==> src/sv/tlge_pkg.sv <==
// shared types, widths and command codes of the toroidal life grid engine
package tlge_pkg;

	localparam int MAX_SIZE = 64;
	localparam int ROW_W = $clog2(MAX_SIZE);
	localparam int NW = $clog2(MAX_SIZE + 1);
	localparam int SIZE_W = 7;
	localparam int COORD_W = 6;
	localparam int FUNC_W = 2;
	localparam logic [SIZE_W-1:0] GRID_SIZE_RESET = SIZE_W'(64);

	localparam int CMD_DEPTH = 2;
	localparam int RES_DEPTH = 2;

	localparam logic [FUNC_W-1:0] FUNC_TOGGLE = 2'd0;
	localparam logic [FUNC_W-1:0] FUNC_CLEAR = 2'd1;
	localparam logic [FUNC_W-1:0] FUNC_ADVANCE = 2'd2;
	localparam logic [FUNC_W-1:0] FUNC_READ = 2'd3;

	typedef struct packed {
		logic [FUNC_W-1:0] func;
		logic [COORD_W-1:0] col;
		logic [COORD_W-1:0] row;
		logic in_grid;
	} cmd_t;

	typedef struct packed {
		logic cell_alive;
		logic out_of_range;
	} res_t;

endpackage

==> src/sv/tlge_out.sv <==
// result queue between the back end and the result ports
module tlge_out (
	input  logic clk,
	input  logic arst_n,
	input  logic res_push,
	input  tlge_pkg::res_t res,
	output logic res_space,
	output logic empty,
	input  logic pop,
	output logic cell_alive,
	output logic out_of_range
);

	localparam int PW = (tlge_pkg::RES_DEPTH > 1) ? $clog2(tlge_pkg::RES_DEPTH) : 1;
	localparam int CW = $clog2(tlge_pkg::RES_DEPTH + 1);

	tlge_pkg::res_t entry_q [tlge_pkg::RES_DEPTH];
	logic [PW-1:0] wr_ptr_q, rd_ptr_q;
	logic [CW-1:0] cnt_q;
	logic deq;
	tlge_pkg::res_t head;

	assign res_space = (cnt_q != CW'(tlge_pkg::RES_DEPTH));
	assign empty = (cnt_q == '0);
	assign deq = pop && !empty;
	assign head = entry_q[rd_ptr_q];
	assign cell_alive = head.cell_alive;
	assign out_of_range = head.out_of_range;

	always_ff @(posedge clk) begin
		if (res_push) begin
			entry_q[wr_ptr_q] <= res;
		end
	end

	always_ff @(posedge clk or negedge arst_n) begin
		if (!arst_n) begin
			wr_ptr_q <= '0;
			rd_ptr_q <= '0;
			cnt_q <= '0;
		end else begin
			if (res_push) begin
				wr_ptr_q <= (wr_ptr_q == PW'(tlge_pkg::RES_DEPTH - 1)) ? '0 : wr_ptr_q + 1'b1;
			end
			if (deq) begin
				rd_ptr_q <= (rd_ptr_q == PW'(tlge_pkg::RES_DEPTH - 1)) ? '0 : rd_ptr_q + 1'b1;
			end
			case ({res_push, deq})
				2'b10: cnt_q <= cnt_q + 1'b1;
				2'b01: cnt_q <= cnt_q - 1'b1;
				default: cnt_q <= cnt_q;
			endcase
		end
	end

endmodule

==> config.mk <==
export PLATFORM = sky130hd
export DESIGN_NAME = tlge_out
export DESIGN_NICKNAME = d
export VERILOG_FILES = /design/src/sv/tlge_pkg.sv /design/src/sv/tlge_out.sv
export SDC_FILE = /design/constraint.sdc
export NUM_CORES = 1
export LEC_CHECK = 0
export ABC_AREA = 1
export BUFFER_PORTS_ARGS = -buffer_cell sky130_fd_sc_hd__buf_2
export CORE_AREA = 3 3 40 42
export CTS_CLUSTER_SIZE = 28
export DETAILED_ROUTE_END_ITERATION = 12
export DIE_AREA = 0 0 43 45
export PLACE_DENSITY = 0.53
export SETUP_SLACK_MARGIN = 0.2
export SLEW_MARGIN = 20
export SYNTH_ARGS = -nofsm -noshare
export SYNTH_HDL_FRONTEND = slang
export SYNTH_SLANG_ARGS = --single-unit
==> constraint.sdc <==
create_clock -name clk -period 2.5 [get_ports clk]
set_input_delay 0.25 -clock clk [delete_from_list [all_inputs] [get_ports clk]]
set_output_delay 0.25 -clock clk [all_outputs]
set_load 0.03 [all_outputs]
==> results.sh <==
export IMPL_ys_seq_area_share_pct=59.26
export IMPL_drt_wl_total_um=568
export IMPL_synth_mux_area_share_pct=0
export IMPL_start_util_pct=28.92
export IMPL_hold_path_class="in -> reg"
export IMPL_synth_top_family_by_area="simple AND/OR/NAND/NOR gates"
export IMPL_syn_to_final_growth_pct=26.94
export IMPL_avgSynthCellArea_um2=9.290
export IMPL_fin_area_um2=471.7
export IMPL_wl_per_cell_um=8.232
export IMPL_slew_headroom_pct=88.34
export IMPL_post_route_min_period_ns=1.324
export IMPL_synthXorXnorAreaFrac_pct=4.714
export IMPL_synth_area_leaders="edfxtp_1 (32%), dfrtp_1 (27%), nand2_1 (13%)"
export IMPL_cp_end_kind="register"
export IMPL_status="complete, no violations"
export IMPL_powerDensity_mw_per_mm2=1202
export IMPL_finClkSkew_ns=0.007385
export IMPL_core_rowCount=13
export IMPL_ys_warn_count=0
export IMPL_grt_use_total_pct=7.919
export IMPL_cts_hold_buffers=1
export IMPL_cp_arrival_ns=1.46
export IMPL_crit_chain="inv_2 -> nand2_2 -> nand2_2 -> inv_1 -> ha_1 -> inv_1 -> nand3_1 -> nand2_1 -> nand2_1"
export IMPL_route_detailed_drc=0
export IMPL_setup_tns_ns=0
export IMPL_core_mm2=0.001285
export IMPL_hold_viol=0
export IMPL_peakVddDrop_uv=373.7
export IMPL_finalCritPeriodShare_pct=52.97
export IMPL_clk_pin_slew_ns=0.05
export IMPL_synth_top_area_share_pct=32.32
export IMPL_n_fill_cell=145
export IMPL_grt_antenna_before_repair=0
export IMPL_synth_compound_area_share_pct=0
export IMPL_yosysMostFrequentCell="nand2_1"
export IMPL_synth_adder_area_share_pct=3.367
export IMPL_critPathMaxStageDelay_ns=0.41
export IMPL_die_w_um=43
export IMPL_yosysTopAreaCell="edfxtp_1"
export IMPL_die_area_mm2=0.001935
export IMPL_port_buffers=9
export IMPL_cp_required_ns=2.63
export IMPL_vias=281
export IMPL_drt_pre_antenna_iters=1
export IMPL_clk_latency_ns=0.25
export IMPL_ios=10
export IMPL_synth_edff_count=4
export IMPL_drtIter0Drc=0
export IMPL_clockBufferDepth=2
export IMPL_synthCells=40
export IMPL_cp_max_fo=3
export IMPL_p_leak_nw=0.2549
export IMPL_diodes=0
export IMPL_final_nets=62
export IMPL_ys_seq_elements=8
export IMPL_worst_slew_pin_slew_ns=0.1743
export IMPL_grt_ovfl_total=0
export IMPL_finalSetupViolCount=0
export IMPL_numCtsBuffers=3
export IMPL_synthesis_area_um2=371.6
export IMPL_synth_common_cells="nand2_1 (13), inv_1 (8), dfrtp_1 (4), edfxtp_1 (4), nand2_2 (3)"
export IMPL_drive_gt1_share_pct=29.63
export IMPL_cts_resized=0
export IMPL_drv_cap=0
export IMPL_synthArstFlopShare_pct=50.00
export IMPL_routed_via_density=4.072
export IMPL_grt_pass1_vias=296
export IMPL_fmax_ghz=0.7552
export IMPL_slew_violations=0
export IMPL_dp_hpwl_um=476.8
export IMPL_cts_tree="built"
export IMPL_start_kind="register"
export IMPL_critPathSlowestCell="dfrtp_1"
export IMPL_cts_root_buf="clkbuf_4"
export IMPL_fp_dieH_um=45
export IMPL_syn_nets=47
export IMPL_rsz0062_at_grt="no"
export IMPL_cts_sinks=8
export IMPL_cts_htree_levels=1
export IMPL_gp_congestion=0.6104
export IMPL_antenna_left=0
export IMPL_crit_type="reg -> reg"
export IMPL_placed_cell_area_um2=435.4
export IMPL_grt_max_degree=6
export IMPL_grt_pass1_wl_mm=1.048
export IMPL_ys_types=12
export IMPL_synth_simple_gate_area_share_pct=23.57
export IMPL_synth_flop_cell="edfxtp_1"
export IMPL_cts_setup_buffers=0
## flip-flops by register name, summed over array words and instances (netlist names)
signal    count
wr_ptr_q      1
cnt_q         2
rd_ptr_q      1
entry_q       4
## metal layers
layer  up-vias  global-route usage, %  share of wire (%)
met5         -                      0                  0
met2         5                  12.87                 53
li1        149                      -                  -
met4         0                  10.84                1.4
met1       125                  7.232                 40
met3         2                  1.594                6.0
## final cells by class
cell class / instances / area [um2] / area share (%)
Timing Repair Buffer: 10 / 55.05 / 11.67
Tap cell: 15 / 18.77 / 3.979
Multi-Input combinational cell: 23 / 117.6 / 24.93
Sequential cell: 8 / 220.2 / 46.68
Clock buffer: 4 / 26.28 / 5.570
Inverter: 9 / 33.78 / 7.162
## where the power goes
part           leakage [nW]  internal [mW]  switching [mW]
registers            0.0850          0.188          0.0332
logic                 0.155         0.0823           0.163
clock network        0.0150         0.0607          0.0393
total                 0.255          0.331           0.236
## kinds of logic (layout without fill, tap and decap cells)
family | count (synthesis) | count (layout)
flip-flops | 8 | 8
XOR/XNOR | 2 | 2
AND/OR/NAND/NOR | 20 | 20
adder cells (fa/ha/maj) | 1 | 1
buffers and inverters | 9 | 23
## worst max-delay path: cells and delay by family, from the launching register on
family	cells	cell delay (ns)
adder cells (fa/ha/maj)	1	0.29
buffers and inverters	3	0.21
flip-flops	1	0.41
AND/OR/NAND/NOR	5	0.31
## per-stage QoR
stage          hold slack (ns)  util [%]  total power [mW]  cells  setup WS (ns)
2_1_floorplan         -0.04559         -            0.4103     40          1.261
3_3_place_gp           0.05944     33.89            0.4681     64          1.190
3_5_place_dp           0.05692     33.89            0.4769     64          1.159
4_1_cts                 0.1787     36.71            0.5834     69          1.152
5_1_grt                 0.1868     36.71            0.6197     69          1.036
6_report                0.1937     36.71            0.5669     69          1.176
## worst paths after layout
path | slack (ns) | startpoint | depth (start not counted) | to
min | 0.19 | res[0] | 1 | entry_q[1][0]
min reg2reg | 0.49 | cnt_q[1] | 2 | cnt_q[1]
max in group asynchronous | 2.03 | arst_n | 2 | cnt_q[1]
min in group asynchronous | 0.35 | arst_n | 2 | cnt_q[0]
max | 1.18 | cnt_q[0] | 9 | cnt_q[1]
max reg2reg | 1.18 | cnt_q[0] | 9 | cnt_q[1]
## placed cells by master (no fill, tap or decap)
master         instances
buf_2                  9
clkbuf_1               1
clkbuf_4               3
dfrtp_1                4
dlygate4sd3_1          1
edfxtp_1               4
ha_1                   1
inv_1                  8
inv_2                  1
nand2_1               13
nand2_2                3
nand3_1                2
nand4_1                1
nor2_1                 1
xnor2_1                1
xor2_1                 1
Power figures use the tool's default switching activity.
