[src/sv/tlge_pkg.sv]
// shared types, widths and command codes of the toroidal life grid engine
package tlge_pkg;

	localparam int MAX_SIZE = 64;
	localparam int ROW_W = $clog2(MAX_SIZE);
	localparam int NW = $clog2(MAX_SIZE + 1);
	localparam int SIZE_W = 7;
	localparam int COORD_W = 6;
	localparam int FUNC_W = 2;
	localparam logic [SIZE_W-1:0] GRID_SIZE_RESET = SIZE_W'(64);

	localparam int CMD_DEPTH = 2;
	localparam int RES_DEPTH = 2;

	localparam logic [FUNC_W-1:0] FUNC_TOGGLE = 2'd0;
	localparam logic [FUNC_W-1:0] FUNC_CLEAR = 2'd1;
	localparam logic [FUNC_W-1:0] FUNC_ADVANCE = 2'd2;
	localparam logic [FUNC_W-1:0] FUNC_READ = 2'd3;

	typedef struct packed {
		logic [FUNC_W-1:0] func;
		logic [COORD_W-1:0] col;
		logic [COORD_W-1:0] row;
		logic in_grid;
	} cmd_t;

	typedef struct packed {
		logic cell_alive;
		logic out_of_range;
	} res_t;

endpackage

[src/sv/tlge_front.sv]
// command front end: range check of the coordinate and a short command queue
module tlge_front (
	input  logic clk,
	input  logic arst_n,
	input  logic [tlge_pkg::NW-1:0] n,
	input  logic push,
	input  logic [tlge_pkg::FUNC_W-1:0] func,
	input  logic [tlge_pkg::COORD_W-1:0] col,
	input  logic [tlge_pkg::COORD_W-1:0] row,
	output logic full,
	output logic cmd_valid,
	output tlge_pkg::cmd_t cmd,
	input  logic cmd_ready
);

	localparam int PW = (tlge_pkg::CMD_DEPTH > 1) ? $clog2(tlge_pkg::CMD_DEPTH) : 1;
	localparam int CW = $clog2(tlge_pkg::CMD_DEPTH + 1);

	tlge_pkg::cmd_t entry_q [tlge_pkg::CMD_DEPTH];
	logic [PW-1:0] wr_ptr_q, rd_ptr_q;
	logic [CW-1:0] cnt_q;
	logic accept, deq;
	tlge_pkg::cmd_t cmd_in;

	assign full = (cnt_q == CW'(tlge_pkg::CMD_DEPTH));
	assign cmd_valid = (cnt_q != '0);
	assign cmd = entry_q[rd_ptr_q];
	assign accept = push && !full;
	assign deq = cmd_valid && cmd_ready;

	always_comb begin
		cmd_in.func = func;
		cmd_in.col = col;
		cmd_in.row = row;
		cmd_in.in_grid = (32'(col) < 32'(n)) && (32'(row) < 32'(n));
	end

	always_ff @(posedge clk) begin
		if (accept) begin
			entry_q[wr_ptr_q] <= cmd_in;
		end
	end

	always_ff @(posedge clk or negedge arst_n) begin
		if (!arst_n) begin
			wr_ptr_q <= '0;
			rd_ptr_q <= '0;
			cnt_q <= '0;
		end else begin
			if (accept) begin
				wr_ptr_q <= (wr_ptr_q == PW'(tlge_pkg::CMD_DEPTH - 1)) ? '0 : wr_ptr_q + 1'b1;
			end
			if (deq) begin
				rd_ptr_q <= (rd_ptr_q == PW'(tlge_pkg::CMD_DEPTH - 1)) ? '0 : rd_ptr_q + 1'b1;
			end
			case ({accept, deq})
				2'b10: cnt_q <= cnt_q + 1'b1;
				2'b01: cnt_q <= cnt_q - 1'b1;
				default: cnt_q <= cnt_q;
			endcase
		end
	end

endmodule

[config.mk]
export PLATFORM = sky130hd
export DESIGN_NAME = tlge_front
export DESIGN_NICKNAME = d
export VERILOG_FILES = /design/src/sv/tlge_pkg.sv /design/src/sv/tlge_front.sv
export SDC_FILE = /design/constraint.sdc
export NUM_CORES = 1
export LEC_CHECK = 0
export ABC_AREA = 1
export BUFFER_PORTS_ARGS = -buffer_cell sky130_fd_sc_hd__clkbuf_2
export CORE_MARGIN = 2
export CORE_UTILIZATION = 55
export CTS_CLUSTER_SIZE = 8
export DETAILED_ROUTE_END_ITERATION = 10
export PLACE_DENSITY = 0.82
export REMOVE_ABC_BUFFERS = 1
export SLEW_MARGIN = 10
export SYNTH_ARGS = -nofsm -noshare
export SYNTH_HDL_FRONTEND = slang
export SYNTH_SLANG_ARGS = --single-unit
[constraint.sdc]
create_clock -name clk -period 4 [get_ports clk]
set_clock_uncertainty 0.1 [all_clocks]
set_input_delay 0.4 -clock clk [delete_from_list [all_inputs] [get_ports clk]]
set_output_delay 0.4 -clock clk [all_outputs]
set_load 0.02 [all_outputs]
==> run metrics, run 1 <==
outcome=finished clean; io pins=42; dpl cells=219; non-filler cells, final=228; CP max-delay cell=dfrtp_1; Critical Path Source Type=flip-flop; GR Util met2=between 20% and 30%; met1 usage=18.7%; Reg2Reg Depth=3; Hold Worst Slack=~0.16 ns; clk slew on worst S/H paths=approximately 0.090 ns; Sw Share=40.1%; Req. time, crit path=about 3.5 ns; die width=around 58 um; grt ovf=0; routed vias/inst=about 4.8; CP Depth=4; sequential share of the synthesized area=62.7%; GRT met3 Usage=6.25%; antenna violations before repair=0; Logic pwr share=40.4%; Syn Std Cell Area=0.00160 mm2; Setup TNS=0 ns; Setup crit end kind=output pin; final hold vios=0; Top Family by Delay on Critical Path=flip-flops; first drt pass iteration count=4; total routed wirelength=2530 um; fraction of layout cells with a size suffix above 1=approximately 27%; Worst EP arrival=1.61 ns; Cell Chain, Critical Path=inv_2 > nand2_1 > nand2_1 > clkbuf_2; min-delay src=func[0]; Detail Placement HPWL=1990 um; top cell type by total area after synthesis=edfxtp_1; starting density of the core=between 50% and 60%; first-pass GRT wire length=4170 um; actual slew at the worst max-slew pin=1.19 ns; CTS Buffer Depth=2; most used cell, CP=nand2_1; post-route ant nets=0; pin count of the biggest net entering global routing=17; Final period util=52.8%; Distinct cells, synth=19; die area=0.00335 mm2; Mean Syn Cell Area=~11 um2; clk_lat worst skew=roughly 0.33 ns; Int Pwr=0.716 mW; max-slew violations=0; vias in the first global route=1025; Routed WL per cell=approximately 11 um; Crit Reg-Reg Startpoint=cnt_q[1]$_DFFE_PN0P_; CTS tree=done; die span in y=57.9 um; antenna cells=0; Critical Setup Path Class=flip-flop to output pin; RePlAce Congestion=approximately 0.72; CTS Sinks=34; reg-to-reg critical path endpoint=entry_q[1][8]$_DFFE_PP_; Synth top area share=56.5%; unrepaired setup endpoints after global routing=no; 1st-iter DRT viols=29; Seq pwr share=between 40% and 50%; VDD IR max=0.484 mV; core area=0.00276 mm2; Lkg Pwr=0.934 nW; Max-cap violations=0; CP max stage delay=0.67 ns; Worst Setup EP=cmd[6]; Final setup viols=0; Post-CTS Resized=0; flop2flop setup slack=2.00 ns; DRC=0; GRT Total Usage=17.3%; Max H-tree Level=2; # rows=19; Worst Setup SP=rd_ptr_q$_DFFE_PN0P_; Rel. slew slack=20.7%; Area Growth Syn to Fin=18.1%; Nets=232; CP Max Fanout=16; synthesized flop and latch total=34; worst hold path type=input pin to flip-flop; Final min period=~2.1 ns; Port Buffers=41; fmax=473 MHz; routed vias=around 1100; Clk network pwr share=14.0%; Num CTS Buffers=5; Syn Inst Count=150; Synth Warn #=0; number of setup buffers added after CTS=0; Pwr Density=roughly 630 mW/mm2; clk root buf=clkbuf_4; most used routing layer=met2; CP bufs+invs=2; cells taking the most area after synthesis=edfxtp_1 56%, nand2_1 16%, ha_1 8.6%, dfrtp_1 6.3%, inv_1 3.3%; NetSw=0.479 mW
[layer usage]
metal  vias up  part of all wire (%)
met5         -                     0
met4         0                   1.1
met3         4                   7.1
met2        30                    53
met1       488                    39
li1        573                     -
[what timing repair did]
item	CTS	global route
hold buffers	1	0
setup endpoints to repair	0	0
hold endpoints to repair	4	0
[worst register-to-register path: cells and delay by family, from the launching register on]
kind / cells / cell delay (ns)
and+or+nand+nor: 1 / 0.90
buffers and inverters: 1 / 0.12
AOI/OAI and AO/OA: 1 / 0.10
DFF: 1 / 0.39
[cells in the mapped netlist]
library cell,n
xor2_2,1
dfrtp_1,4
inv_2,1
edfxtp_1,30
xnor2_1,1
nor2_1,7
inv_1,14
buf_2,2
nand2_4,1
nand4_1,1
or2_1,1
or2_4,1
xor2_1,2
nand2_1,66
nand3_1,2
buf_4,1
ha_1,11
o21ai_2,1
a21oi_1,3
[worst min path at each step]
stage	endpoint	slack, ns	cells after the start
2_1_floorplan	cnt_q[0]$_DFFE_PN0P_	0.004	0
3_3_place_gp	cnt_q[1]$_DFFE_PN0P_	0.11	1
3_5_place_dp	cnt_q[0]$_DFFE_PN0P_	0.11	1
4_1_cts	entry_q[0][13]$_DFFE_PP_	0.15	1
5_1_grt	entry_q[0][13]$_DFFE_PP_	0.14	1
6_report	entry_q[0][13]$_DFFE_PP_	0.16	1
[metrics by stage]
stage | area (um2) | util [%] | total power, mW | setup WS [ns]
detailed placement | 1820 | 66.1 | 1.04 | 1.99
CTS | 1880 | 68.2 | 1.20 | 1.86
finish | 1880 | 68.3 | 1.20 | 1.89
global route | 1880 | 68.3 | 1.27 | 1.76
floorplan | 1580 | - | 0.876 | 2.30
global placement | 1820 | 66.1 | 1.02 | 2.05
[sequential cells by signal, summed over array words and instances, names as in the netlist]
name,cells
cnt_q,2
entry_q,30
rd_ptr_q,1
wr_ptr_q,1
[final cells by class]
type | count | area [um2]
Clock buffer | 6 | 41.3
Clock inverter | 2 | 8.76
Fill cell | 219 | 873
Inverter | 15 | 56.3
Multi-Input combinational cell | 98 | 523
Sequential cell | 34 | 1000
Tap cell | 31 | 38.8
Timing Repair Buffer | 42 | 215
[kinds of logic after synthesis]
kind of cell    share of synthesized area [%]
buf+inv                                  4.63
simple gates                             19.8
xor+xnor                                 2.67
flops                                    62.7
compound gates                           1.49
fa+ha+maj                                8.63
[power by group through the flow]
stage          combinational, mW  clock (mW)  sequential [mW]
4_1_cts                    0.486       0.171            0.546
6_report                   0.483       0.167            0.545
3_5_place_dp               0.484           0            0.554
5_1_grt                    0.533       0.186            0.557
2_1_floorplan              0.338           0            0.539
3_3_place_gp               0.472           0            0.549
[layout by cell type, fill, tap and decap left out]
cell type	n
inv_2	1
nor2_1	6
clkbuf_4	5
nand2_4	1
o21ai_2	1
nor2_2	1
ha_1	11
clkinv_1	1
inv_1	14
xor2_1	2
or2_1	1
clkbuf_1	1
a21oi_1	3
clkinv_2	1
nand2_1	66
xnor2_1	1
dlygate4sd3_1	1
clkbuf_2	41
nand3_1	2
xor2_2	1
nand4_1	1
dfrtp_1	4
edfxtp_1	30
or2_4	1
No activity file was read; power rests on OpenSTA's default activity.
==> run 2, diff against run 1 <==
--- a/config.mk
+++ b/config.mk
@@ -8,10 +8,10 @@
 export ABC_AREA = 1
 export BUFFER_PORTS_ARGS = -buffer_cell sky130_fd_sc_hd__clkbuf_2
 export CORE_MARGIN = 2
-export CORE_UTILIZATION = 55
+export CORE_UTILIZATION = 51
 export CTS_CLUSTER_SIZE = 8
 export DETAILED_ROUTE_END_ITERATION = 10
-export PLACE_DENSITY = 0.82
+export PLACE_DENSITY = 0.77
 export REMOVE_ABC_BUFFERS = 1
 export SLEW_MARGIN = 10
 export SYNTH_ARGS = -nofsm -noshare
==> constraint.sdc (replaced) <==
create_clock -name clk -period 2.2 [get_ports clk]
set_clock_uncertainty 0.1 [all_clocks]
set_input_delay 0.22 -clock clk [delete_from_list [all_inputs] [get_ports clk]]
set_output_delay 0.22 -clock clk [all_outputs]
set_load 0.02 [all_outputs]
==> run 2 against run 1 <==
Compared with the run above:
- cell count increased by 8.3%
- hold slack worse by 0.12 ns
- via count is 6.1% higher
- largest power group is now combinational cells
- critical path type is now flip-flop to flip-flop
- register-to-register slack lost 1.5 ns
- global-route usage up 1.9 points
==> run metrics, run 2 (synthesis results as in run 1) <==
Critical Path Source Type=flip-flop; vias in the first global route=1129; die width=59.9 um; number of setup buffers added after CTS=0; Area Growth Syn to Fin=28.3%; max-slew violations=0; Sw Share=40.0%; first drt pass iteration count=4; clk_lat worst skew=roughly 0.33 ns; RePlAce Congestion=around 0.76; fmax=593 MHz; Port Buffers=a little over 40; Req. time, crit path=around 2.3 ns; Num CTS Buffers=5; antenna violations before repair=0; CTS Sinks=34; GRT Total Usage=between 10% and 20%; Critical Setup Path Class=flip-flop to flip-flop; die span in y=59.9 um; antenna cells=0; starting density of the core=between 50% and 60%; fraction of layout cells with a size suffix above 1=25.7%; Nets=249; Final WS setup=0.513 ns; Finished Core Util=between 60 and 70%; Final min period=1.69 ns; core area=0.00300 mm2; DRC=0; io pins=42; Final setup viols=0; # rows=20; most frequent cells in the layout=66 x nand2_1, 41 x clkbuf_2, 30 x edfxtp_1; Final period util=between 70% and 80%; clk slew on worst S/H paths=about 0.1 ns; Setup TNS=0 ns; worst hold path type=input pin to flip-flop; CTS tree=done; Routed WL per cell=11.8 um; commonest non-fill, non-tap cell in the layout=nand2_1; Logic pwr share=43.2%; Setup crit end kind=flip-flop; VDD IR max=a little over 0.6 mV; flop2flop setup slack=0.51 ns; CTS Buffer Depth=2; first-pass GRT wire length=roughly 4800 um; pin count of the biggest net entering global routing=17; Max H-tree Level=2; Detail Placement HPWL=1980 um; post-route ant nets=0; total routed wirelength=2910 um; Worst EP arrival=between 1.5 and 2 ns; fill count=228; 1st-iter DRT viols=20; top flop regs=entry_q (30), cnt_q (2); outcome=finished clean; clk root buf=clkbuf_4; routed vias/inst=4.70; Clk network pwr share=14.3%; largest reg by FF count=entry_q; die area=0.00359 mm2; actual slew at the worst max-slew pin=0.315 ns; pre-CTS WS=between 0.5 and 0.6 ns; unrepaired setup endpoints after global routing=no; Seq pwr share=42.5%; Int Pwr=1.34 mW; routed vias=about 1200; Lkg Pwr=1.01 nW; final hold vios=0; max FFs per register=30; CP Max Fanout=6; grt ovf=0; Rel. slew slack=roughly four fifths; Pwr Density=1090 mW/mm2; NetSw=roughly 0.89 mW; Max-cap violations=0
==> run 2: worst paths after layout <==
path / from / to / depth (start not counted)
worst max-delay path: cnt_q[0]$_DFFE_PN0P_ / cnt_q[1]$_DFFE_PN0P_ / 7
worst min-delay path: cmd_ready / rd_ptr_q$_DFFE_PN0P_ / 3
worst max register to register: cnt_q[0]$_DFFE_PN0P_ / cnt_q[1]$_DFFE_PN0P_ / 7
worst min register to register: cnt_q[0]$_DFFE_PN0P_ / cnt_q[0]$_DFFE_PN0P_ / 1
max in group asynchronous: arst_n / wr_ptr_q$_DFFE_PN0P_ / 2
min in group asynchronous: arst_n / cnt_q[1]$_DFFE_PN0P_ / 2
==> run 2: worst max-delay path: stages (launching register included) <==
cell     delay (ns)
dfrtp_1        0.46
or2_4          0.29
nand2_4        0.07
inv_1          0.04
ha_1           0.29
a21oi_1        0.12
nand2_1        0.07
xor2_1         0.14
==> run 2: layout make-up <==
type                    count  area, um2  share of cell area [%]
clock buffers               6       41.3                    2.02
clock inverters             2       8.76                   0.428
inverters                  15       56.3                    2.75
multi-input cells          98        520                    25.4
flip-flops and latches     34       1000                    48.9
well taps                  33       41.3                    2.02
repair buffers             59        378                    18.5
==> run 2: power by group through the flow <==
stage | combinational, mW | clock, mW | sequential, mW
after floorplan | 0.614 | 0 | 0.979
after global placement | 0.942 | 0 | 0.956
final | 0.967 | 0.319 | 0.949
after CTS | 0.987 | 0.332 | 0.952
after detailed placement | 0.964 | 0 | 0.967
after global routing | 1.08 | 0.359 | 0.967
==> run 2: what timing repair did <==
item,in CTS,in global routing
hold buffers,15,0
endpoints found under the hold margin,32,0
gates resized for setup,0,0
==> run 2: metal layers <==
layer | global-route usage (%) | routed length, um
met4 | 10.5 | 50
met5 | 0 | 0
met2 | 32.0 | 1540
met3 | 6.49 | 113
met1 | 21.3 | 1210
==> run 2: metrics by stage <==
step,power (mW),hold slack (ns),cells,area [um2]
final,2.24,0.0373,247,2050
after CTS,2.27,0.0181,247,2050
after global placement,1.90,-0.0696,224,1850
after global routing,2.41,0.0260,247,2050
after detailed placement,1.93,-0.0665,224,1850
after floorplan,1.59,-0.176,147,1580
==> run 3, diff against run 2 <==
==> constraint.sdc (replaced) <==
create_clock -name clk -period 1.7 [get_ports clk]
set_clock_uncertainty 0.1 [all_clocks]
set_input_delay 0.17 -clock clk [delete_from_list [all_inputs] [get_ports clk]]
set_output_delay 0.17 -clock clk [all_outputs]
set_load 0.02 [all_outputs]
==> run 3 against run 2 <==
Compared with the run above:
- global-route usage increased by 0.68 points
- hold slack worse by 0.015 ns
- clock power increased by 28%
- power grew 31%
- sequential share of layout area shrank 0.44 points
- utilization rose by 0.62 points
- largest cell class unchanged
- sequential power increased by 28%
- critical path depth unchanged
- die area unchanged
==> run metrics, run 3 (synthesis results as in run 1) <==
Req. time, crit path=between 1.5 and 2 ns; CTS Sinks=34; clk slew on worst S/H paths=around 0.10 ns; fill count=between 200 and 250; first drt pass iteration count=4; Hold Worst Slack=0.0223 ns; PnR Total Power=2.93 mW; actual slew at the worst max-slew pin=0.262 ns; Routed WL per cell=~13 um; number of setup buffers added after CTS=0; top flop regs=entry_q (30), cnt_q (2); antenna cells=0; GRT Total Usage=19.8%; Detail Placement HPWL=2100 um; area occupied by multi-input gates=520 um2; worst hold path type=input pin to flip-flop; final hold vios=0; DRC=0; clk_lat worst skew=0.33 ns; Finished Core Util=68.8%; post-route ant nets=0; CTS tree=done; Area Growth Syn to Fin=29.5%; Setup crit end kind=flip-flop; Max-cap violations=0; fraction of layout cells with a size suffix above 1=25.9%; most frequent cells in the layout=66 x nand2_1, 41 x clkbuf_2, 30 x edfxtp_1; unrepaired setup endpoints after global routing=no; largest reg by FF count=entry_q; CP Max Fanout=2; die area=0.00359 mm2; routed vias=1197; first-pass GRT wire length=4930 um; routed vias/inst=between 4 and 5; 1st-iter DRT viols=29; starting density of the core=between 50% and 60%; clk root buf=clkbuf_4; pin count of the biggest net entering global routing=17; outcome=finished clean; register area=0.00100 mm2; fin area=0.00207 mm2; die span in y=59.9 um; RePlAce Congestion=~0.74; grt ovf=0; Critical Setup Path Class=flip-flop to flip-flop; core area=0.00300 mm2; Critical Path Source Type=flip-flop; Num CTS Buffers=5; fmax=about 630 MHz; Worst EP arrival=1.73 ns; commonest non-fill, non-tap cell in the layout=nand2_1; die width=approximately 60 um; # rows=20; Final min period=1.60 ns; Final setup viols=0; total routed wirelength=3120 um; Lkg Pwr=1.02 nW; CTS Buffer Depth=2; max FFs per register=30; Max H-tree Level=2; Final period util=a little over nine tenths; antenna violations before repair=0; Placed Area=0.00185 mm2; io pins=42; Rel. slew slack=around 83%; vias in the first global route=1162; max-slew violations=0; VDD IR max=0.712 mV; Port Buffers=41; Pwr Density=1420 mW/mm2; Setup TNS=0 ns; Nets=around 250
-- run 3: cell types whose count changed in the layout (fill, tap and decap cells not counted) --
cell           previous run  this run
buf_4                     3         4
clkinv_2                  1         2
dlygate4sd3_1            15        16
inv_2                     1         0
-- run 3: worst max-delay path: stages, from the launching register on --
cell,delay (ns)
dfrtp_1,0.39
or2_4,0.27
nand2_4,0.07
inv_1,0.04
ha_1,0.30
a21oi_1,0.12
nand2_1,0.07
xor2_1,0.14
-- run 3: metal layers --
layer	vias up	wire [um]	track usage (%)	part of all wire, %
met5	-	0	0	0
met4	0	45	8.57	1.4
met3	4	157	7.14	5.0
met2	30	1760	36.5	56
met1	551	1150	19.7	37
li1	612	-	-	-
-- run 3: cell type report --
class,count,share of cell area (%)
clock inverter,2,0.424
timing repair buffer,61,19.1
inverter,15,2.79
tap,33,2.00
sequential,34,48.5
clock buffer,6,2.00
multi-input combinational,98,25.2
-- run 3: repair_timing --
item	in CTS	in global routing
setup endpoints to repair	0	2
gates resized for setup	0	1
hold endpoints to repair	33	0
hold buffers	16	0
-- run 3: final timing paths --
| kind | start | endpoint | slack [ns] | cells after the start |
|---|---|---|---|---|
| max reg2reg | cnt_q[0]$_DFFE_PN0P_ | cnt_q[1]$_DFFE_PN0P_ | 0.10 | 7 |
| max in group asynchronous | arst_n | wr_ptr_q$_DFFE_PN0P_ | 1.31 | 2 |
| min in group asynchronous | arst_n | cnt_q[0]$_DFFE_PN0P_ | 0.07 | 2 |
| max | cnt_q[0]$_DFFE_PN0P_ | cnt_q[1]$_DFFE_PN0P_ | 0.10 | 7 |
| min reg2reg | wr_ptr_q$_DFFE_PN0P_ | wr_ptr_q$_DFFE_PN0P_ | 0.49 | 2 |
| min | push | wr_ptr_q$_DFFE_PN0P_ | 0.02 | 3 |
-- run 3: through the flow --
stage / std cells / setup slack, ns
6_report: 249 / 0.103
2_1_floorplan: 147 / 0.00192
5_1_grt: 249 / 0.0235
4_1_cts: 249 / 0.0710
3_3_place_gp: 225 / 0.154
3_5_place_dp: 225 / 0.112
-- run 3: power by group --
part           switching, mW  leakage [nW]  total [mW]  internal, mW
sequential            0.0595         0.325        1.21          1.15
combinational          0.858         0.663        1.30         0.445
clock                  0.254        0.0297       0.409         0.155
total                   1.17          1.02        2.93          1.76
